## src/hdl/fbpa_pkg.sv

```systemverilog
package fbpa_pkg;

	localparam int MAX_BLOCKS = 64;
	localparam int IDX_W      = $clog2(MAX_BLOCKS);
	localparam int CNT_W      = IDX_W + 1;
	localparam int ADDR_W     = 32;
	localparam int SIZE_W     = 16;
	localparam int PROD_W     = IDX_W + SIZE_W;
	localparam int DIGIT_W    = 8;
	localparam int NUM_DIGITS = MAX_BLOCKS / DIGIT_W;
	localparam int DSEL_W     = (NUM_DIGITS > 1) ? $clog2(NUM_DIGITS) : 1;
	localparam int POS_W      = $clog2(DIGIT_W);
	localparam int STEP_W     = $clog2(ADDR_W);

	localparam logic [CNT_W-1:0]  MAX_COUNT = CNT_W'(MAX_BLOCKS);

	localparam logic [1:0] ST_OK    = 2'd0;
	localparam logic [1:0] ST_FULL  = 2'd1;
	localparam logic [1:0] ST_RANGE = 2'd2;

	localparam logic [1:0] CFG_BASE  = 2'd0;
	localparam logic [1:0] CFG_SIZE  = 2'd1;
	localparam logic [1:0] CFG_COUNT = 2'd2;

	localparam logic [SIZE_W-1:0] SIZE_RESET  = SIZE_W'(4);

	typedef struct packed {
		logic             done;
		logic             found;
		logic [IDX_W-1:0] index;
	} scan_res_t;

	typedef struct packed {
		logic              done;
		logic [ADDR_W-1:0] quotient;
	} div_res_t;

endpackage

```

## src/hdl/fbpa_divider.sv

```systemverilog
module fbpa_divider (
	input  logic                       clk,
	input  logic                       arst_n,
	input  logic                       start,
	input  logic [fbpa_pkg::ADDR_W-1:0] dividend,
	input  logic [fbpa_pkg::SIZE_W-1:0] divisor,
	output fbpa_pkg::div_res_t         res
);
	import fbpa_pkg::*;

	logic              busy_q;
	logic              done_q;
	logic [STEP_W-1:0] step_q;
	logic [SIZE_W-1:0] rem_q;
	logic [SIZE_W-1:0] div_q;
	logic [ADDR_W-1:0] quo_q;
	logic [SIZE_W:0]   trial;
	logic [SIZE_W:0]   diff;
	logic              ge;

	assign trial = {rem_q, quo_q[ADDR_W-1]};
	assign ge    = trial >= {1'b0, div_q};
	assign diff  = trial - {1'b0, div_q};

	always_ff @(posedge clk or negedge arst_n) begin
		if (!arst_n) begin
			busy_q <= 1'b0;
			done_q <= 1'b0;
			step_q <= '0;
		end else begin
			done_q <= 1'b0;
			if (start) begin
				busy_q <= 1'b1;
				step_q <= '0;
			end else if (busy_q) begin
				step_q <= step_q + 1'b1;
				if (step_q == STEP_W'(ADDR_W - 1)) begin
					busy_q <= 1'b0;
					done_q <= 1'b1;
				end
			end
		end
	end

	always_ff @(posedge clk) begin
		if (start) begin
			rem_q <= '0;
			div_q <= divisor;
			quo_q <= dividend;
		end else if (busy_q) begin
			rem_q <= ge ? diff[SIZE_W-1:0] : trial[SIZE_W-1:0];
			quo_q <= {quo_q[ADDR_W-2:0], ge};
		end
	end

	assign res.done     = done_q;
	assign res.quotient = quo_q;

endmodule

```

## src/hdl/fbpa_scanner.sv

```systemverilog
module fbpa_scanner (
	input  logic                          clk,
	input  logic                          arst_n,
	input  logic                          start,
	input  logic [fbpa_pkg::MAX_BLOCKS-1:0] used_map,
	input  logic [fbpa_pkg::CNT_W-1:0]    count,
	output fbpa_pkg::scan_res_t           res
);
	import fbpa_pkg::*;

	logic              busy_q;
	logic [DSEL_W-1:0] digit_q;
	logic [DIGIT_W-1:0] window;
	logic              hit;
	logic [POS_W-1:0]  pos;
	logic [CNT_W-1:0]  slot;
	logic              last;

	assign window = used_map[digit_q * DIGIT_W +: DIGIT_W];
	assign last   = (digit_q == DSEL_W'(NUM_DIGITS - 1));

	always_comb begin
		hit  = 1'b0;
		pos  = '0;
		slot = '0;
		for (int k = DIGIT_W - 1; k >= 0; k--) begin
			slot = CNT_W'(digit_q) * CNT_W'(DIGIT_W) + CNT_W'(k);
			if (!window[k] && slot < count) begin
				hit = 1'b1;
				pos = POS_W'(k);
			end
		end
	end

	always_ff @(posedge clk or negedge arst_n) begin
		if (!arst_n) begin
			busy_q  <= 1'b0;
			digit_q <= '0;
		end else if (start) begin
			busy_q  <= 1'b1;
			digit_q <= '0;
		end else if (busy_q) begin
			if (hit || last) begin
				busy_q <= 1'b0;
			end else begin
				digit_q <= digit_q + 1'b1;
			end
		end
	end

	assign res.done  = busy_q && (hit || last);
	assign res.found = hit;
	assign res.index = IDX_W'(CNT_W'(digit_q) * CNT_W'(DIGIT_W) + CNT_W'(pos));

endmodule

```

## src/hdl/fixed_block_pool_allocator_core.sv

```systemverilog
// Fixed-size block allocator with one used bit per block, all free after reset.
// An allocate word is accepted while idle; the used bits are then scanned eight
// blocks per cycle, a multiply step scales the found index by the block size and
// a result step registers it. A free word runs its offset from the base through
// a bit-serial 32-bit divider, one quotient bit per cycle; a free below the base
// skips it. One word is processed at a time; the result register lets a new
// word be accepted while the previous result is still waiting on the output.
// Configuration writes are always taken and must only be issued while idle.
module fixed_block_pool_allocator_core (
	input  logic                          clk,
	input  logic                          arst_n,
	input  logic                          cfg_valid,
	output logic                          cfg_ready,
	input  logic [1:0]                    cfg_index,
	input  logic [fbpa_pkg::ADDR_W-1:0]   cfg_data,
	input  logic                          in_valid,
	output logic                          in_ready,
	input  logic                          mode,
	input  logic [fbpa_pkg::ADDR_W-1:0]   free_address,
	output logic                          out_valid,
	input  logic                          out_ready,
	output logic [1:0]                    status,
	output logic [fbpa_pkg::ADDR_W-1:0]   block_address,
	output logic [fbpa_pkg::IDX_W-1:0]    block_index
);
	import fbpa_pkg::*;

	typedef enum logic [4:0] {
		S_IDLE = 5'b00001,
		S_SCAN = 5'b00010,
		S_MULT = 5'b00100,
		S_DIV  = 5'b01000,
		S_FIN  = 5'b10000
	} state_t;

	state_t            state_q;
	logic [ADDR_W-1:0] base_q;
	logic [SIZE_W-1:0] size_q;
	logic [CNT_W-1:0]  count_q;
	logic [MAX_BLOCKS-1:0] used_q;
	logic              mode_q;
	logic [1:0]        stat_q;
	logic [IDX_W-1:0]  idx_q;
	logic [PROD_W-1:0] prod_q;
	logic [CNT_W-1:0]  count_eff;
	logic [SIZE_W-1:0] size_eff;
	logic              accept;
	logic              below;
	logic [ADDR_W-1:0] offset;
	logic              out_free;
	logic              idx_over;
	scan_res_t         scan_res;
	div_res_t          div_res;

	assign count_eff = (count_q > MAX_COUNT) ? MAX_COUNT : count_q;
	assign size_eff  = (size_q == '0) ? SIZE_W'(1) : size_q;
	assign cfg_ready = 1'b1;
	assign in_ready  = (state_q == S_IDLE);
	assign accept    = in_valid && in_ready;
	assign below     = free_address < base_q;
	assign offset    = free_address - base_q;
	assign out_free  = !out_valid || out_ready;
	assign idx_over  = (|div_res.quotient[ADDR_W-1:CNT_W]) ||
		(div_res.quotient[CNT_W-1:0] >= count_eff);

	fbpa_scanner u_scanner (
		.clk      (clk),
		.arst_n   (arst_n),
		.start    (accept && !mode),
		.used_map (used_q),
		.count    (count_eff),
		.res      (scan_res)
	);

	fbpa_divider u_divider (
		.clk      (clk),
		.arst_n   (arst_n),
		.start    (accept && mode && !below),
		.dividend (offset),
		.divisor  (size_eff),
		.res      (div_res)
	);

	always_ff @(posedge clk or negedge arst_n) begin
		if (!arst_n) begin
			base_q  <= '0;
			size_q  <= SIZE_RESET;
			count_q <= MAX_COUNT;
		end else if (cfg_valid && cfg_ready) begin
			case (cfg_index)
				CFG_BASE:  base_q  <= cfg_data;
				CFG_SIZE:  size_q  <= cfg_data[SIZE_W-1:0];
				CFG_COUNT: count_q <= cfg_data[CNT_W-1:0];
				default: ;
			endcase
		end
	end

	always_ff @(posedge clk or negedge arst_n) begin
		if (!arst_n) begin
			state_q   <= S_IDLE;
			used_q    <= '0;
			out_valid <= 1'b0;
		end else begin
			if (out_valid && out_ready) begin
				out_valid <= 1'b0;
			end
			case (state_q)
				S_IDLE: begin
					if (accept) begin
						state_q <= !mode ? S_SCAN : (below ? S_FIN : S_DIV);
					end
				end
				S_SCAN: begin
					if (scan_res.done) begin
						state_q <= scan_res.found ? S_MULT : S_FIN;
					end
				end
				S_MULT: state_q <= S_FIN;
				S_DIV: begin
					if (div_res.done) begin
						state_q <= S_FIN;
					end
				end
				S_FIN: begin
					if (out_free) begin
						state_q   <= S_IDLE;
						out_valid <= 1'b1;
						if (stat_q == ST_OK) begin
							used_q[idx_q] <= !mode_q;
						end
					end
				end
				default: state_q <= S_IDLE;
			endcase
		end
	end

	always_ff @(posedge clk) begin
		if (accept) begin
			mode_q <= mode;
			stat_q <= (mode && below) ? ST_RANGE : ST_OK;
			idx_q  <= '0;
			prod_q <= '0;
		end
		if (state_q == S_SCAN && scan_res.done) begin
			stat_q <= scan_res.found ? ST_OK : ST_FULL;
			idx_q  <= scan_res.found ? scan_res.index : '0;
		end
		if (state_q == S_MULT) begin
			prod_q <= PROD_W'(idx_q) * PROD_W'(size_eff);
		end
		if (state_q == S_DIV && div_res.done) begin
			stat_q <= idx_over ? ST_RANGE : ST_OK;
			idx_q  <= idx_over ? '0 : div_res.quotient[IDX_W-1:0];
		end
		if (state_q == S_FIN && out_free) begin
			status        <= stat_q;
			block_index   <= idx_q;
			block_address <= (!mode_q && stat_q == ST_OK) ?
				base_q + ADDR_W'(prod_q) : '0;
		end
	end

endmodule
```

## config.mk

```make
export PLATFORM = sky130hd
export DESIGN_NAME = fixed_block_pool_allocator_core
export DESIGN_NICKNAME = d
export VERILOG_FILES = /design/src/hdl/fbpa_pkg.sv /design/src/hdl/fbpa_divider.sv /design/src/hdl/fbpa_scanner.sv /design/src/hdl/fixed_block_pool_allocator_core.sv
export SDC_FILE = /design/constraint.sdc
export NUM_CORES = 1
export LEC_CHECK = 0
export BUFFER_PORTS_ARGS = -buffer_cell sky130_fd_sc_hd__buf_2
export CORE_MARGIN = 1.5
export CORE_UTILIZATION = 30
export DETAILED_ROUTE_END_ITERATION = 12
export MAX_ROUTING_LAYER = met4
export PLACE_DENSITY_LB_ADDON = 0.3
export SLEW_MARGIN = 20
export SYNTH_ARGS = -nofsm -noshare
export SYNTH_HDL_FRONTEND = slang
export SYNTH_SLANG_ARGS = --single-unit
```

## constraint.sdc

```tcl
create_clock -name clk -period 16 [get_ports clk]
set_clock_uncertainty 0.15 [all_clocks]
set_input_delay 1.6 -clock clk [delete_from_list [all_inputs] [get_ports clk]]
set_output_delay 1.6 -clock clk [all_outputs]
set_load 0.1 [all_outputs]
```

### Word level (Yosys, flattened, before mapping)

Index checks and enable logic that the tools add are counted.
Widths: inputs -> output; s select.

| operators by class | value |
|---|---|
| add/subtract/negate cells | 13 |
| multiplexer cells | 62 |
| equality and inequality tests | 14 |
| shifts and indexed selects | 1 |
| multipliers | 1 |
| reduce and logical (&&, ||, !) cells | 49 |
| magnitude comparators | 14 |

Operators with widths:

| cell | count |
|---|---|
| $bwmux 64 | 1 |
| $mux 32 | 2 |
| $shiftx 64x7->8 | 1 |
| $lt 7x7->1 | 7 |
| $mux 5 | 9 |
| $mux 22 | 2 |
| $mux 3 | 11 |
| $add 32x22->32 | 1 |
| $lt 32x32->1 | 1 |
| $mux 16 | 2 |
| $sub 32x32->32 | 1 |
| $mux 6 | 5 |
| $add 6x3->7 const B | 4 |
| $pmux 5 s5 | 1 |
| $reduce_or 25->1 | 1 |
| $mul 6x16->22 | 1 |
| $mux 1 | 22 |
| $logic_and 1x1->1 | 20 |
| $ge 17x16->1 | 1 |
| $logic_not 16->1 | 1 |
| $sub 16x16->16 | 1 |
| $add 6x2->7 const B | 2 |
| $logic_not 1->1 | 12 |
| $eq 5x5->1 const B | 2 |
| other kinds (28) | 43 |

| storage, ports and cells | value |
|---|---|
| input port bits | 72 |
| output and inout bits | 43 |
| bits in registers | 271 |

### Logic depth before layout (Yosys ltp)

| logic depth | value |
|---|---|
| word-level depth | 17 |
| gate-level depth with buffers | 19 |
| mapped depth without buffers | 18 |

### Modules after synthesis

From an unflattened synthesis, not the netlist that was laid out.

| unflattened totals | value |
|---|---|
| cells, all modules | 1893 |
| area total of the unflattened synthesis | 19015.7 um2 |

By module, submodules not included:

| module | sequential area each (um2) | cells each | area an instance (um2) | times used |
|---|---|---|---|---|
| fixed_block_pool_allocator_core | 5263.8 | 1472 | 14191.1 | 1 |
| fbpa_divider | 1936.9 | 318 | 3732.3 | 1 |
| fbpa_scanner | 100.1 | 103 | 1092.3 | 1 |

### Least setup slack after synthesis

Ideal clock, no wire load.

| path | value |
|---|---|
| kind | input-to-reg |
| start point | input port out_ready |
| end point | register used_q[41] |
| buffers on the path | 1 |
| cell stages on the path | 7 |
| slack | 10.838 ns |
| data arrival time | 4.930 ns |
| cell sequence | nor2b_1 > nor2_1 > nand3_1 > nor3_1 > clkbuf_1 > a21oi_1 > a31oi_1 |

| between the ends | value |
|---|---|
| longest elaborated chain between the ends | 2 |

RTL lines:

| what | line | RTL |
|---|---|---|
| from (decl) | fixed_block_pool_allocator_core.sv:21 | `input logic out_ready,` |
| $logic_or 1x1->1 | fixed_block_pool_allocator_core.sv:62 | `assign out_free = !out_valid \|\| out_ready;` |
| $reduce_and 3->1 (no source line) | - |  |
| to (signal, indexed assignment) | fixed_block_pool_allocator_core.sv:130 | `used_q[idx_q] <= !mode_q;` |
| to (decl) | fixed_block_pool_allocator_core.sv:40 | `logic [MAX_BLOCKS-1:0] used_q;` |

Every way passes these cells.
A chain may end at the register's enable or synchronous reset.

### Worst setup path after layout

| path | value |
|---|---|
| start point | register size_q[8] |
| end point | register prod_q[21], data pin |

| between the ends | value |
|---|---|
| longest elaborated chain between the ends | 4 |

RTL lines:

| what | line | RTL |
|---|---|---|
| from (decl) | fixed_block_pool_allocator_core.sv:38 | `logic [SIZE_W-1:0] size_q;` |
| from (signal assigned) | fixed_block_pool_allocator_core.sv:92 | `CFG_SIZE: size_q <= cfg_data[SIZE_W-1:0];` |
| $logic_not 16->1 | fixed_block_pool_allocator_core.sv:56 | `assign size_eff = (size_q == '0) ? SIZE_W'(1) : size_q;` |
| $mux 16 | fixed_block_pool_allocator_core.sv:56 |  |
| named net size_eff[0] | fixed_block_pool_allocator_core.sv:46 | `logic [SIZE_W-1:0] size_eff;` |
| $mul 6x16->22 | fixed_block_pool_allocator_core.sv:151 | `prod_q <= PROD_W'(idx_q) * PROD_W'(size_eff);` |
| $mux 22 | fixed_block_pool_allocator_core.sv:150 | `if (state_q == S_MULT) begin` |
| to (signal assigned) | fixed_block_pool_allocator_core.sv:151 |  |
| to (decl) | fixed_block_pool_allocator_core.sv:44 | `logic [PROD_W-1:0] prod_q;` |

The timed path passes the listed nets, and every way through them passes these cells.

==> flow_summary.toml <==
[status]
status = "finished, final reports clean"

[finish]
layout-drive-gt1-share = 0.127
syn_to_final_growth_pct = 13.7
finalInstanceArea_um2 = 20700
fin_util = 0.344
fin_nets = 2226
diodes = 0
fin_cells = 2788

[yosys]
synth_top_area_frac = 0.196
synth_compound_area_frac = 0.156
synth-xor-area-share = 0.0307
yosysMostFrequentCell = "inv_1"
syn-num-nets = 2146
synth_top_family_by_area = "simple AND/OR/NAND/NOR gates"
syn_avg_cell_area_um2 = 9.61
synth_cells = 1899
syn_area_um2 = 18200
yosys.area_share.simple = 0.167
synth_area_leaders = "edfxtp_1 (20%), dfrtp_1 (18%), ha_1 (7.9%), fa_1 (6.6%), a21oi_1 (4.0%)"
seq_area_frac_synth = 0.400
ys_ff_latch = 271
synthArstFlopShare = 0.502
synth.area.mux_share = 0.0468
yosys.area_share.adder = 0.145
ys_warn_count = 0
synth_cell_types = 81
synth_commonest_cells = "inv_1 (168), nor2_1 (161), nand2_1 (153)"
synth_edf_count = 119
synth_top_area_cell = "edfxtp_1"
synthFlopType = "dfrtp_1"

[flow_run]
max_cap_violations = 0

[global_routing]
grt_max_degree = 77
grt_first_pass_wirelength_um = 78700
grt_pass1_vias = 14100
track_usage = 0.165
grt_overflow_total = 0
antenna_found_initial = 0

[critical_path]
required_ns = 16.15
path_cells = "nor4_1 > a41o_1 > nand2_1 > fa_1 > fa_1 > fa_1 > inv_1 > ha_1 > nor2b_1 > o21a_1 > o21ai_1 > a21oi_1 > nand4_1 > a31oi_1 > a2111oi_2 > nor4_1 > or3b_1"
cp_top_family = "adder cells"
path_buf_inv = 1
critPathLaunchType = "register"
slowest_delay_ns = 0.55
cp_slowest_cell = "a2111oi_2"
arrival_ns = 5.92
critPathMaxFanout = 9
cp_common_cell = "fa_1"
endpoint_kind = "register"
critPathKind = "reg2reg"

[floorplanning]
die_area_um2 = 62300
io_pins = 115
fp.dieW_um = 250
num_rows = 90
chipHeight_um = 250
coreArea_um2 = 60200
initial_core_util = 0.303

[sta]
period_minus_slack_ns = 5.77
period_share = 0.361
max_freq_mhz = 173
rsz0062_at_grt = "false"
finalWorstSetupSlack_ns = 10.23
slew_headroom = 0.288
hold_ws_ns = 0.325
drv_slew = 0
tns_ns = 0
hold_viol = 0
max_slew.worst_pin.slew_ns = 1.06
setup_violations = 0

[drt]
ant_nets = 0
wl_per_cell_um = 17.8
avgViaCountPerCell = 5.05
drtIter0Drc = 810
firstDrtPassIters = 5
via_count = 14100
drt_wl_total_um = 49700
route.detailed.drc = 0

[place]
port_buffers = 113
globalplace.congestion = 0.857
pre_cts_ws_ns = 10.08
placed_cell_area_um2 = 19600
dp_hpwl_um = 37200
dp.cells = 2724

[clock_tree]
cts_root_buffer = "clkbuf_16"
cts_max_level = 2
clk_pin_slew_worst_paths_ns = 0.06
post-cts-setup-buffers = 0
cts_buffers = 35
clk_latency_ns = 0.56
cts_tree = "yes"
cts_resized = 0
cts.sinks = 271
cts_buffer_depth = 3
ctsHoldBuffers = 0

[power]
worst_ir_drop_vdd_mv = 0.105
fin_total_pwr_mw = 3.63
p_leak_nw = 8.99
powerDensity_nw_per_um2 = 175

[min_path]
hp-class = "reg2reg"
## final cells by class
type	instances	area, um^2
Inverter	169	634
Sequential cell	271	7300
Clock inverter	17	221
Timing Repair Buffer	127	681
Multi-Input combinational cell	1375	9980
Clock buffer	47	951
Fill cell	6091	39500
Tap cell	782	978
## cell usage in the layout, fill, tap and decap left out, types with 19 or more instances in the layout
cell       instances
nor4_1            26
nand2_1          153
clkbuf_16         35
fa_1              60
a21oi_1          146
mux2i_1           19
nor2_1           160
edfxtp_1         119
o21a_1            20
nor3_1            35
a21o_1            24
nand2b_1          26
dfrtp_1          133
a31oi_1           46
buf_2            112
xnor2_1           29
xor2_1            35
o21ai_0          112
ha_1             115
mux2_2            26
inv_1            168
and2_1            93
## path summary, 6_finish.rpt
check | from | to | slack, ns | cells after the start
max in group asynchronous | arst_n | base_q[18] | 13.53 | 2
min reg2reg | u_divider.rem_q[15] | u_divider.rem_q[15] | 0.33 | 2
max | size_q[8] | prod_q[21] | 10.23 | 17
min | u_divider.rem_q[15] | u_divider.rem_q[15] | 0.33 | 2
max reg2reg | size_q[8] | prod_q[21] | 10.23 | 17
min in group asynchronous | arst_n | out_valid | 0.89 | 1
## power by group
group	internal, mW	total, mW	switching [mW]
registers	0.911	1.05	0.137
clock network	0.488	0.813	0.325
logic	0.712	1.77	1.06
## registers in the layout, indices dropped and copies added, names as in the netlist, 16 cells and up
| signal | cells |
|---|---|
| size_q | 16 |
| base_q | 32 |
| block_address | 32 |
| u_divider.div_q | 16 |
| used_q | 64 |
| u_divider.quo_q | 32 |
| prod_q | 22 |
| u_divider.rem_q | 16 |
## kinds of logic (layout without fill, tap and decap cells)
| family | after synthesis | after routing |
|---|---|---|
| AO/OA/AOI/OAI | 463 | 463 |
| XOR/XNOR | 64 | 64 |
| adder cells (fa/ha/maj) | 175 | 175 |
| buffers and inverters | 253 | 360 |
| flip-flops | 271 | 271 |
| multiplexers | 62 | 62 |
| other | 1 | 1 |
| AND/OR/NAND/NOR | 610 | 610 |
## worst reg2reg max path, stage by stage, from the launching register on
cell       delay, ns
dfrtp_1         0.46
nor4_1          0.42
a41o_1          0.38
nand2_1         0.12
fa_1            0.52
fa_1            0.52
fa_1            0.54
inv_1           0.04
ha_1            0.31
nor2b_1         0.15
o21a_1          0.18
o21ai_1         0.21
a21oi_1         0.14
nand4_1         0.16
a31oi_1         0.21
a2111oi_2       0.55
nor4_1          0.10
or3b_1          0.35
## routing by layer
layer,vias to the layer above,share of wire,global-route usage
met5,-,0,-
met4,0,0.033,0.0591
met3,79,0.041,0.0270
met2,296,0.47,0.262
met1,6874,0.46,0.212
li1,6843,-,-
No activity file was read; power rests on OpenSTA's default activity.
